[src/hw/rtl/bpiir_pkg.sv]
// bpiir_pkg: shared types, widths and coefficient table of the bandpass iir
// used by bpiir_if.sv and bandpass_iir_order8_filter.sv
package bpiir_pkg;

    localparam int SAMPLE_W     = 16;
    localparam int SCALED_W     = 12;
    localparam int COEF_W       = 25;
    localparam int ACC_W        = 48;
    localparam int HIST_DEPTH   = 8;
    localparam int POS_W        = $clog2(HIST_DEPTH);
    localparam int NUM_TAPS     = 2 * HIST_DEPTH + 1;
    localparam int TAP_W        = $clog2(NUM_TAPS);
    localparam int FRAC_BITS_DEF = 18;
    localparam int OUT_SHIFT_DEF = 4;

    typedef logic signed [SAMPLE_W-1:0] t_sample;
    typedef logic signed [SCALED_W-1:0] t_scaled;
    typedef logic signed [COEF_W-1:0]   t_coef;
    typedef logic signed [ACC_W-1:0]    t_acc;
    typedef logic [TAP_W-1:0]           t_tap;

    // tap 0: current input; odd taps: input history; even taps: output history
    function automatic t_coef tap_coef(input t_tap tap);
        t_coef c;
        unique case (tap)
            5'd0:    c = 25'sd109;
            5'd2:    c = 25'sd1793154;
            5'd3:    c = -25'sd436;
            5'd4:    c = -25'sd5449517;
            5'd6:    c = 25'sd9608653;
            5'd7:    c = 25'sd655;
            5'd8:    c = -25'sd10750119;
            5'd10:   c = 25'sd7814738;
            5'd11:   c = -25'sd436;
            5'd12:   c = -25'sd3605114;
            5'd14:   c = 25'sd965224;
            5'd15:   c = 25'sd109;
            5'd16:   c = -25'sd114888;
            default: c = '0;
        endcase
        return c;
    endfunction

endpackage

[src/hw/rtl/bpiir_if.sv]
// bpiir_if: valid/ready channel interfaces for samples and filter results
// depends on bpiir_pkg
interface bpiir_in_if;
    logic               valid;
    logic               ready;
    bpiir_pkg::t_sample sample;

    modport source (output valid, output sample, input ready);
    modport sink   (input valid, input sample, output ready);
endinterface

interface bpiir_out_if;
    logic               valid;
    logic               ready;
    bpiir_pkg::t_sample filtered;
    bpiir_pkg::t_scaled scaled_out;

    modport source (output valid, output filtered, output scaled_out, input ready);
    modport sink   (input valid, input filtered, input scaled_out, output ready);
endinterface

[src/hw/rtl/bandpass_iir_order8_filter.sv]
// bandpass_iir_order8_filter: eighth-order direct-form-i bandpass iir, one
// shared multiply-accumulate stepped over 17 taps; depends on bpiir_pkg, bpiir_if
// after a sample transaction the taps are stepped in ST_MAC, then ST_DRAIN and ST_DIV register the result
// no new sample is taken until ST_DIV issues the result, as all taps share the single multiplier and adder
// the result register frees the input side while a result waits to be taken
// reset (synchronous, active low) clears both histories, the ring position and valids
module bandpass_iir_order8_filter #(
    parameter int FRAC_BITS = bpiir_pkg::FRAC_BITS_DEF,
    parameter int OUT_SHIFT = bpiir_pkg::OUT_SHIFT_DEF
) (
    input  logic          i_clk,
    input  logic          i_rst_n,
    bpiir_in_if.sink      i_sample_ch,
    bpiir_out_if.source   o_result_ch
);

    localparam logic [1:0] ST_IDLE  = 2'd0;
    localparam logic [1:0] ST_MAC   = 2'd1;
    localparam logic [1:0] ST_DRAIN = 2'd2;
    localparam logic [1:0] ST_DIV   = 2'd3;

    localparam int                PROD_W   = bpiir_pkg::COEF_W + bpiir_pkg::SAMPLE_W;
    localparam bpiir_pkg::t_tap   LAST_TAP = bpiir_pkg::t_tap'(bpiir_pkg::NUM_TAPS - 1);
    localparam bpiir_pkg::t_acc   RND_BIAS =
        {{(bpiir_pkg::ACC_W - FRAC_BITS){1'b0}}, {FRAC_BITS{1'b1}}};

    logic [1:0]                     r_state;
    bpiir_pkg::t_tap                r_tap;
    logic [bpiir_pkg::POS_W-1:0]    r_pos;
    bpiir_pkg::t_sample             r_xn;
    bpiir_pkg::t_sample             r_in_hist  [bpiir_pkg::HIST_DEPTH];
    bpiir_pkg::t_sample             r_out_hist [bpiir_pkg::HIST_DEPTH];
    logic signed [PROD_W-1:0]       r_prod;
    logic                           r_prod_vld;
    bpiir_pkg::t_acc                r_acc;
    logic                           r_out_valid;
    bpiir_pkg::t_sample             r_y;

    logic                           w_in_acc;
    logic                           w_out_free;
    logic [bpiir_pkg::POS_W:0]      w_lag;
    logic [bpiir_pkg::POS_W-1:0]    w_slot;
    bpiir_pkg::t_sample             w_data;
    bpiir_pkg::t_acc                w_biased;
    bpiir_pkg::t_acc                w_quot;
    bpiir_pkg::t_sample             w_y_next;
    bpiir_pkg::t_sample             w_y_shift;

    assign w_in_acc   = i_sample_ch.valid && i_sample_ch.ready;
    assign w_out_free = !r_out_valid || o_result_ch.ready;

    assign i_sample_ch.ready = (r_state == ST_IDLE);

    // lag of the history tap: odd taps (k+1)/2, even taps k/2
    assign w_lag  = (bpiir_pkg::POS_W + 1)'(r_tap[bpiir_pkg::TAP_W-1:1])
                  + (bpiir_pkg::POS_W + 1)'(r_tap[0]);
    assign w_slot = r_pos - w_lag[bpiir_pkg::POS_W-1:0];

    always_comb begin
        if (r_tap == '0) begin
            w_data = r_xn;
        end else if (r_tap[0]) begin
            w_data = r_in_hist[w_slot];
        end else begin
            w_data = r_out_hist[w_slot];
        end
    end

    // truncate toward zero
    assign w_biased  = r_acc[bpiir_pkg::ACC_W-1] ? (r_acc + RND_BIAS) : r_acc;
    assign w_quot    = w_biased >>> FRAC_BITS;
    assign w_y_next  = w_quot[bpiir_pkg::SAMPLE_W-1:0];
    assign w_y_shift = r_y >>> OUT_SHIFT;

    always_ff @(posedge i_clk) begin
        if (!i_rst_n) begin
            r_state     <= ST_IDLE;
            r_tap       <= '0;
            r_pos       <= '0;
            r_prod_vld  <= 1'b0;
            r_out_valid <= 1'b0;
            for (int i = 0; i < bpiir_pkg::HIST_DEPTH; i++) begin
                r_in_hist[i]  <= '0;
                r_out_hist[i] <= '0;
            end
        end else begin
            if (r_state == ST_DIV && w_out_free) begin
                r_out_valid <= 1'b1;
            end else if (o_result_ch.ready) begin
                r_out_valid <= 1'b0;
            end
            r_prod_vld <= (r_state == ST_MAC);
            unique case (r_state)
                ST_IDLE: begin
                    if (w_in_acc) begin
                        r_state <= ST_MAC;
                        r_tap   <= '0;
                    end
                end
                ST_MAC: begin
                    r_tap <= r_tap + 1'b1;
                    if (r_tap == LAST_TAP) begin
                        r_state <= ST_DRAIN;
                    end
                end
                ST_DRAIN: begin
                    r_state <= ST_DIV;
                end
                ST_DIV: begin
                    if (w_out_free) begin
                        r_in_hist[r_pos]  <= r_xn;
                        r_out_hist[r_pos] <= w_y_next;
                        r_pos             <= r_pos + 1'b1;
                        r_state           <= ST_IDLE;
                    end
                end
                default: r_state <= ST_IDLE;
            endcase
        end
    end

    // datapath registers
    always_ff @(posedge i_clk) begin
        if (w_in_acc) begin
            r_xn  <= i_sample_ch.sample;
            r_acc <= '0;
        end else if (r_prod_vld) begin
            r_acc <= r_acc + bpiir_pkg::ACC_W'(r_prod);
        end
        r_prod <= bpiir_pkg::tap_coef(r_tap) * w_data;
        if (r_state == ST_DIV && w_out_free) begin
            r_y <= w_y_next;
        end
    end

    assign o_result_ch.valid      = r_out_valid;
    assign o_result_ch.filtered   = r_y;
    assign o_result_ch.scaled_out = w_y_shift[bpiir_pkg::SCALED_W-1:0];

    a_accept_starts_mac: assert property (@(posedge i_clk) disable iff (!i_rst_n)
        w_in_acc |=> (r_state == ST_MAC) && (r_tap == '0))
        else $error("sample transaction did not start the tap sequence");

    a_last_tap_drains: assert property (@(posedge i_clk) disable iff (!i_rst_n)
        (r_state == ST_MAC) && (r_tap == LAST_TAP) |=> (r_state == ST_DRAIN) && r_prod_vld)
        else $error("tap sequence did not end in drain");

    a_result_advances_pos: assert property (@(posedge i_clk) disable iff (!i_rst_n)
        (r_state == ST_DIV) && w_out_free
            |=> r_out_valid && (r_pos == $past(r_pos) + 1'b1) && (r_state == ST_IDLE))
        else $error("result issue did not advance the ring position");

    a_no_accept_when_busy: assert property (@(posedge i_clk) disable iff (!i_rst_n)
        (r_state != ST_IDLE) |-> !i_sample_ch.ready)
        else $error("input ready while a sample is in progress");

endmodule

[src/flat_wrapper.sv]
// flat-port wrapper written by rule: the top's interface ports become plain ports
module bandpass_iir_order8_filter_flat 
#(
    parameter int FRAC_BITS = bpiir_pkg::FRAC_BITS_DEF,
    parameter int OUT_SHIFT = bpiir_pkg::OUT_SHIFT_DEF
)
  (i_clk, i_rst_n, i_sample_ch_valid, i_sample_ch_sample, i_sample_ch_ready, o_result_ch_valid, o_result_ch_filtered, o_result_ch_scaled_out, o_result_ch_ready);
  bpiir_in_if i_sample_ch_i ();
  bpiir_out_if o_result_ch_i ();
  input  logic i_clk;
  input  logic i_rst_n;
  input wire logic [$bits(i_sample_ch_i.valid)-1:0] i_sample_ch_valid;
  input wire logic [$bits(i_sample_ch_i.sample)-1:0] i_sample_ch_sample;
  output wire logic [$bits(i_sample_ch_i.ready)-1:0] i_sample_ch_ready;
  output wire logic [$bits(o_result_ch_i.valid)-1:0] o_result_ch_valid;
  output wire logic [$bits(o_result_ch_i.filtered)-1:0] o_result_ch_filtered;
  output wire logic [$bits(o_result_ch_i.scaled_out)-1:0] o_result_ch_scaled_out;
  input wire logic [$bits(o_result_ch_i.ready)-1:0] o_result_ch_ready;
  assign i_sample_ch_i.valid = i_sample_ch_valid;
  assign i_sample_ch_i.sample = i_sample_ch_sample;
  assign i_sample_ch_ready = i_sample_ch_i.ready;
  assign o_result_ch_valid = o_result_ch_i.valid;
  assign o_result_ch_filtered = o_result_ch_i.filtered;
  assign o_result_ch_scaled_out = o_result_ch_i.scaled_out;
  assign o_result_ch_i.ready = o_result_ch_ready;
  bandpass_iir_order8_filter #(.FRAC_BITS(FRAC_BITS), .OUT_SHIFT(OUT_SHIFT)) u_core (.i_clk(i_clk), .i_rst_n(i_rst_n), .i_sample_ch(i_sample_ch_i), .o_result_ch(o_result_ch_i));
endmodule
[config.mk]
export PLATFORM = sky130hd
export DESIGN_NAME = bandpass_iir_order8_filter_flat
export DESIGN_NICKNAME = d
export VERILOG_FILES = /design/src/hw/rtl/bpiir_pkg.sv /design/src/hw/rtl/bpiir_if.sv /design/src/hw/rtl/bandpass_iir_order8_filter.sv /design/src/flat_wrapper.sv
export SDC_FILE = /design/constraint.sdc
export NUM_CORES = 2
export LEC_CHECK = 0
export BUFFER_PORTS_ARGS = -buffer_cell sky130_fd_sc_hd__buf_4
export CAP_MARGIN = 25
export CORE_MARGIN = 2
export CORE_UTILIZATION = 59
export DETAILED_ROUTE_END_ITERATION = 8
export HOLD_SLACK_MARGIN = 0.15
export PLACE_DENSITY_LB_ADDON = 0.08
export SLEW_MARGIN = 20
export SYNTH_ARGS = -nofsm -noshare
export SYNTH_HDL_FRONTEND = slang
export SYNTH_SLANG_ARGS = --single-unit
[constraint.sdc]
create_clock -name i_clk -period 8.77 [get_ports i_clk]
set_input_delay 1.754 -clock i_clk [delete_from_list [all_inputs] [get_ports i_clk]]
set_output_delay 1.754 -clock i_clk [all_outputs]
set_load 0.02 [all_outputs]
# --- After elaboration in Yosys (flattened, before gate mapping) ---
# Memories as Yosys holds them, arrays and structs flattened. A register that Yosys moved wholly into a read port is not among the register bits.
# Cells that the tools add are included.
totals:
  register_bits: 133
  output_inout_bits: 30
  latchBits: 0
  wordCells: 63
  ram_bits: 256
  rom_bits: 800
  inputBits: 20
  memories: 3
classes:
  n_lt_le_gt_ge: 0
  n_shift: 0
  muxes: 24
  reduce_logical: 13
  n_mul: 1
  add_sub_neg: 6
  n_eq_ne: 7
  bitwise_logic: 0
  n_div: 0
memory_table:
  columns: ["memory", "words", "word_bits", "rd", "rd_ports_with_merged_regs", "wr", "line_no", "source"]
  rows:
  - ["(name not given)", 32, 25, 1, 1, 0, "bpiir_pkg.sv:25", "unique case (tap)"]
  - ["u_core.r_in_hist", 8, 16, 1, 0, 8, "bandpass_iir_order8_filter.sv:31", "bpiir_pkg::t_sample r_in_hist [bpiir_pkg::HIST_DEPTH];"]
  - ["u_core.r_out_hist", 8, 16, 1, 0, 8, "bandpass_iir_order8_filter.sv:32", "bpiir_pkg::t_sample r_out_hist [bpiir_pkg::HIST_DEPTH];"]
ops:
  columns: ["operator", "count"]
  rows:
  - ["$mux 16", 4]
  - ["$add 48x41->48", 1]
  - ["$mul 25x16->41", 1]
  - ["$add 34x19->34 const B", 1]
  - ["$mux 34", 1]
  - ["$reduce_or 16->1", 2]
  - ["$mux 5", 3]
  - ["$pmux 5 s2", 1]
  - ["$mux 1", 9]
  - ["$pmux 2 s4", 1]
  - ["$mux 2", 3]
  - ["$mux 3", 2]
  - ["$add 5x1->5 const B", 1]
  - ["$eq 5x5->1 const B", 1]
  - ["$logic_not 5->1", 1]
  - ["$eq 2x2->1 const B", 2]
  - ["$ne 2x2->1 const B", 2]
  - ["$reduce_and 2->1", 2]
  - ["$reduce_bool 2->1", 2]
  - ["$add 3x1->3", 1]
  - ["$add 3x1->3 const B", 1]
  - ["$reduce_and 3->1", 1]
  - ["$sub 3x3->3", 1]
  - ["$eq 2x1->1 const B", 1]
  - ["5 further kinds", 6]

# --- Longest topological paths before layout ---
depth:
  depth_word: 8
  depth_mapped: 37
  ltp_nobuf: 34

# --- Worst setup path after synthesis ---
# No wires, ideal clock.
synth_path:
  kind: "register to register"
  start: "reg u_core.r_tap[0]"
  end: "reg u_core.r_prod[40]"
  stages_incl_launch_ff: 35
  setup_slack_ns: -0.780
  arrival_ns: 9.478
  setup_time_ns: 0.072
  n_path_buf: 5
  required_time_ns: 8.698
  period_less_slack_ns: 9.550
  cell_sequence: "dfxtp_1 clkbuf_1 inv_1 fa_1 inv_1 ha_1 nor2_1 fa_1 clkbuf_1 clkbuf_1 clkbuf_1 mux4_2 mux4_2 mux2_2 buf_4 nand2_1 fa_1 inv_1 fa_1 fa_1 fa_1 fa_1 inv_1 fa_1 inv_1 ha_1 and2_1 a221o_1 a221oi_1 a21oi_1 nor4_1 o31a_1 o21ai_0 a21oi_1 xnor2_1"
synth_between:
  elab_chain_len: 6
  word_cells_on_any_way: 8
  cone_classes: "add/sub: 2; mul: 1; mux: 2; reduce/logical: 1; memory: 2"
synth_lines:
  columns: ["item", "line_no", "source"]
  rows:
  - ["start, declared", "bandpass_iir_order8_filter.sv:28", "bpiir_pkg::t_tap r_tap;"]
  - ["start signal, assigned", "bandpass_iir_order8_filter.sv:101", "r_tap <= r_tap + 1'b1;"]
  - ["$add 3x1->3", "bandpass_iir_order8_filter.sv:56", "+ (bpiir_pkg::POS_W + 1)'(r_tap[0]);"]
  - ["$sub 3x3->3", "bandpass_iir_order8_filter.sv:57", "assign w_slot = r_pos - w_lag[bpiir_pkg::POS_W-1:0];"]
  - ["$mem_v2 8x16 (on tied branches)", null, null]
  - ["$mux 16", "bandpass_iir_order8_filter.sv:62", "end else if (r_tap[0]) begin"]
  - ["$mux 16 (*)", "bandpass_iir_order8_filter.sv:60", "if (r_tap == '0) begin"]
  - ["$mul 25x16->41 (*)", "bandpass_iir_order8_filter.sv:130", "r_prod <= bpiir_pkg::tap_coef(r_tap) * w_data;"]
  - ["end signal, assigned", "bandpass_iir_order8_filter.sv:130", null]
  - ["end, declared", "bandpass_iir_order8_filter.sv:33", "logic signed [PROD_W-1:0] r_prod;"]
# Every way passes the cells marked *; elsewhere a longest branch is shown, timed or not.
# A chain may end at the register's enable or synchronous reset.

# --- Final worst setup path ---
layout_path:
  start: "reg u_core.r_tap[0]"
  end: "reg u_core.r_prod[39]"
# Same word-level chain as after synthesis.

==> metrics.txt <==
Iteration-0 DRC Markers=around 2,400; Synth Warn #=0; IO buf count=49; asr flop ratio synth=0; Ports=50; Seq/Total Area, Yosys=0.330; Slew @ Worst Pin=1.08 ns; WL/cell=roughly 22 um; hpwl dp=68.8 mm; failing checks=setup timing; worst path required time=around 9 ns; syn_nets=3,752; status=finished, violations left; via-per-instance ratio=~6; total CTS buffers=41; routed wire length=92.9 mm; routed vias=approximately 24,000; Setup-failing EPs final=13; FF-to-FF path depth=35; Crit path top cell by count=fa_1; Final Hold Viols=0; clock transition at the registers of the reported paths=0.07 ns; FF+latch count, synth=~410; Slew Viols, Final=0; largest net degree at the start of global routing=40; Horiz. Die Dim=244 um; Die ar.=about 59,000 um2; final worst setup slack=-0.353 ns; number of synthesized flops with an enable pin=288; clk root buf=clkbuf_16; H-tree depth=2; top_reg_cell synth=edfxtp_1; Skew-Pair Late Insertion Delay=0.57 ns; skew final=roughly 0.034 ns; Die Height=244 um; antenna violations before repair=1; Max Cap Viol=0; CP startpoint kind=register; Yosys cell types=79; worst slack, placed=-0.610 ns; CTS Hold Buffers Added=0; Mapped Area=around 34,000 um2; first-pass GRT wire length=about 150 mm; routability-driven placement congestion ratio=~0.96; max incr delay on CP=around 0.51 ns; worst endpoint data arrival time=roughly 9.6 ns; GRT Resource Usage Total=0.320; core area=between 50,000 and 60,000 um2; share of layout cells above drive strength 1=0.177; critical path class=register to register; Cells after Synth=~3,200; RSZ-0062 raised after global routing=yes; synthesized area per cell=between 10 and 15 um2; Area contributors post-synth=edfxtp_1 (26%), fa_1 (23%), dfxtp_1 (7.4%); CP Capture Type=register; CTS Sinks=~410; CTS tree=yes; # nets final=between 3,000 and 4,000; antenna viol nets, final=0; vias in the first global route=about 26,000; gr ovfl total=0; P&R area growth vs syn=14.6%; period utilization=1.04; post-synth top area share=0.255; row count=between 80 and 90; post-synth top area cell=edfxtp_1; DRC=0; slowest stage cell, crit path=fa_1; Bufs on Longest Clock Path=3; Final min period=about 9.1 ns; Max FO, Critical Path=5; Max Freq=0.110 GHz; Pre-antenna DRT Iters=7; # diodes=0; worst min-delay path class=register to register; Worst Hold Depth=2; Initial Util=0.598; relative slew slack=0.277
==> path summary, 6_finish.rpt <==
| kind | from | end | slack (ns) |
|---|---|---|---|
| max | u_core.r_tap[0]$_SDFFE_PN0P_ | u_core.r_prod[39]$_DFF_P_ | -0.35 |
| min | u_core.r_acc[34]$_SDFFE_PP0P_ | u_core.r_acc[34]$_SDFFE_PP0P_ | 0.49 |
| max reg2reg | u_core.r_tap[0]$_SDFFE_PN0P_ | u_core.r_prod[39]$_DFF_P_ | -0.35 |
| min reg2reg | u_core.r_acc[34]$_SDFFE_PP0P_ | u_core.r_acc[34]$_SDFFE_PP0P_ | 0.49 |
==> routing by layer <==
layer / vias up / share of wire / GRT usage
li1: 10700 / - / -
met1: 12300 / 0.39 / 0.434
met2: 1106 / 0.48 / 0.521
met3: 164 / 0.092 / 0.0597
met4: 2 / 0.039 / 0.112
met5: - / 0.00014 / 0
==> flip-flops by register name (all words and copies together) (netlist names), named ones only <==
name	flops
u_core.r_state	2
u_core.r_pos	3
u_core.r_tap	5
u_core.r_prod_vld	1
u_core.o_result_ch.filtered	16
u_core.r_xn	16
u_core.r_out_hist	128
u_core.r_in_hist	128
u_core.r_prod	41
u_core.o_result_ch.valid	1
u_core.r_acc	48
==> placed cells by master, fill, tap and decap left out, types with 42 or more instances in the layout <==
| master | count |
|---|---|
| buf_4 | 225 |
| inv_1 | 472 |
| mux4_2 | 72 |
| ha_1 | 143 |
| xnor2_1 | 61 |
| clkbuf_16 | 42 |
| nor2b_1 | 72 |
| nor2_1 | 231 |
| dfxtp_1 | 123 |
| nand2_1 | 311 |
| edfxtp_1 | 288 |
| o21ai_0 | 64 |
| a21oi_1 | 78 |
| fa_1 | 371 |
| and2_1 | 206 |
==> synthesized netlist by cell type (31+ instances only) <==
cell,instances
inv_1,493
fa_1,391
nand2_1,316
edfxtp_1,288
nor2_1,239
and2_1,225
ha_1,160
dfxtp_1,126
clkbuf_1,95
a21oi_1,92
o21ai_0,77
nor2b_1,76
mux4_2,68
xnor2_1,67
nand3_1,38
xor2_1,35
a21o_1,31
==> cell families after synthesis <==
kind of cell               after synthesis  share of synthesized area
adders and majority gates              551                      0.290
AOI/OAI and AO/OA                      325                     0.0613
buffers and inverters                  642                     0.0766
DFF                                    414                      0.330
muxes                                  118                     0.0674
and+or+nand+nor                       1028                      0.147
xor gates and xnor gates               103                     0.0272
==> through the flow <==
step	cells	utilization	hold slack [ns]	instance area, um2	setup TNS, ns
global route	4152	0.685	0.511	38800	-6.67
CTS	4144	0.680	0.487	38500	-1.67
detailed placement	4029	0.639	0.478	36200	-5.20
finish	4152	0.685	0.486	38800	-2.33
global placement	4026	0.638	0.470	36100	-4.36
floorplan	3181	-	0.458	34000	0
==> final cells by class <==
| cell class | count | area [um2] |
|---|---|---|
| multi-input cells | 2125 | 20800 |
| fillers | 4356 | 17800 |
| flip-flops and latches | 414 | 11200 |
| repair buffers | 288 | 2700 |
| inverters | 494 | 1850 |
| clock buffers | 50 | 1090 |
| well taps | 756 | 946 |
| clock inverters | 25 | 220 |
==> worst max-delay path, delay by kind of cell, from the launching register on <==
family | cells | cell delay, ns
buffers and inverters | 10 | 0.99
and+or+nand+nor | 5 | 0.77
adders and majority gates | 10 | 4.24
DFF | 1 | 0.34
AOI/OAI and AO/OA | 7 | 1.51
muxes | 3 | 1.20
==> what timing repair did <==
item | 4_1_cts | 5_1_grt
pin swaps | 75 | 32
hold endpoints to repair | 0 | 0
buffers inserted | 33 | 8
gates cloned | 8 | 0
endpoints found under the setup margin | 14 | 26
resized for setup | 127 | 83
Power is left out: the tool's default activity adds up to more than one toggle a clock period on the data nets, which glitch-free logic cannot reach.
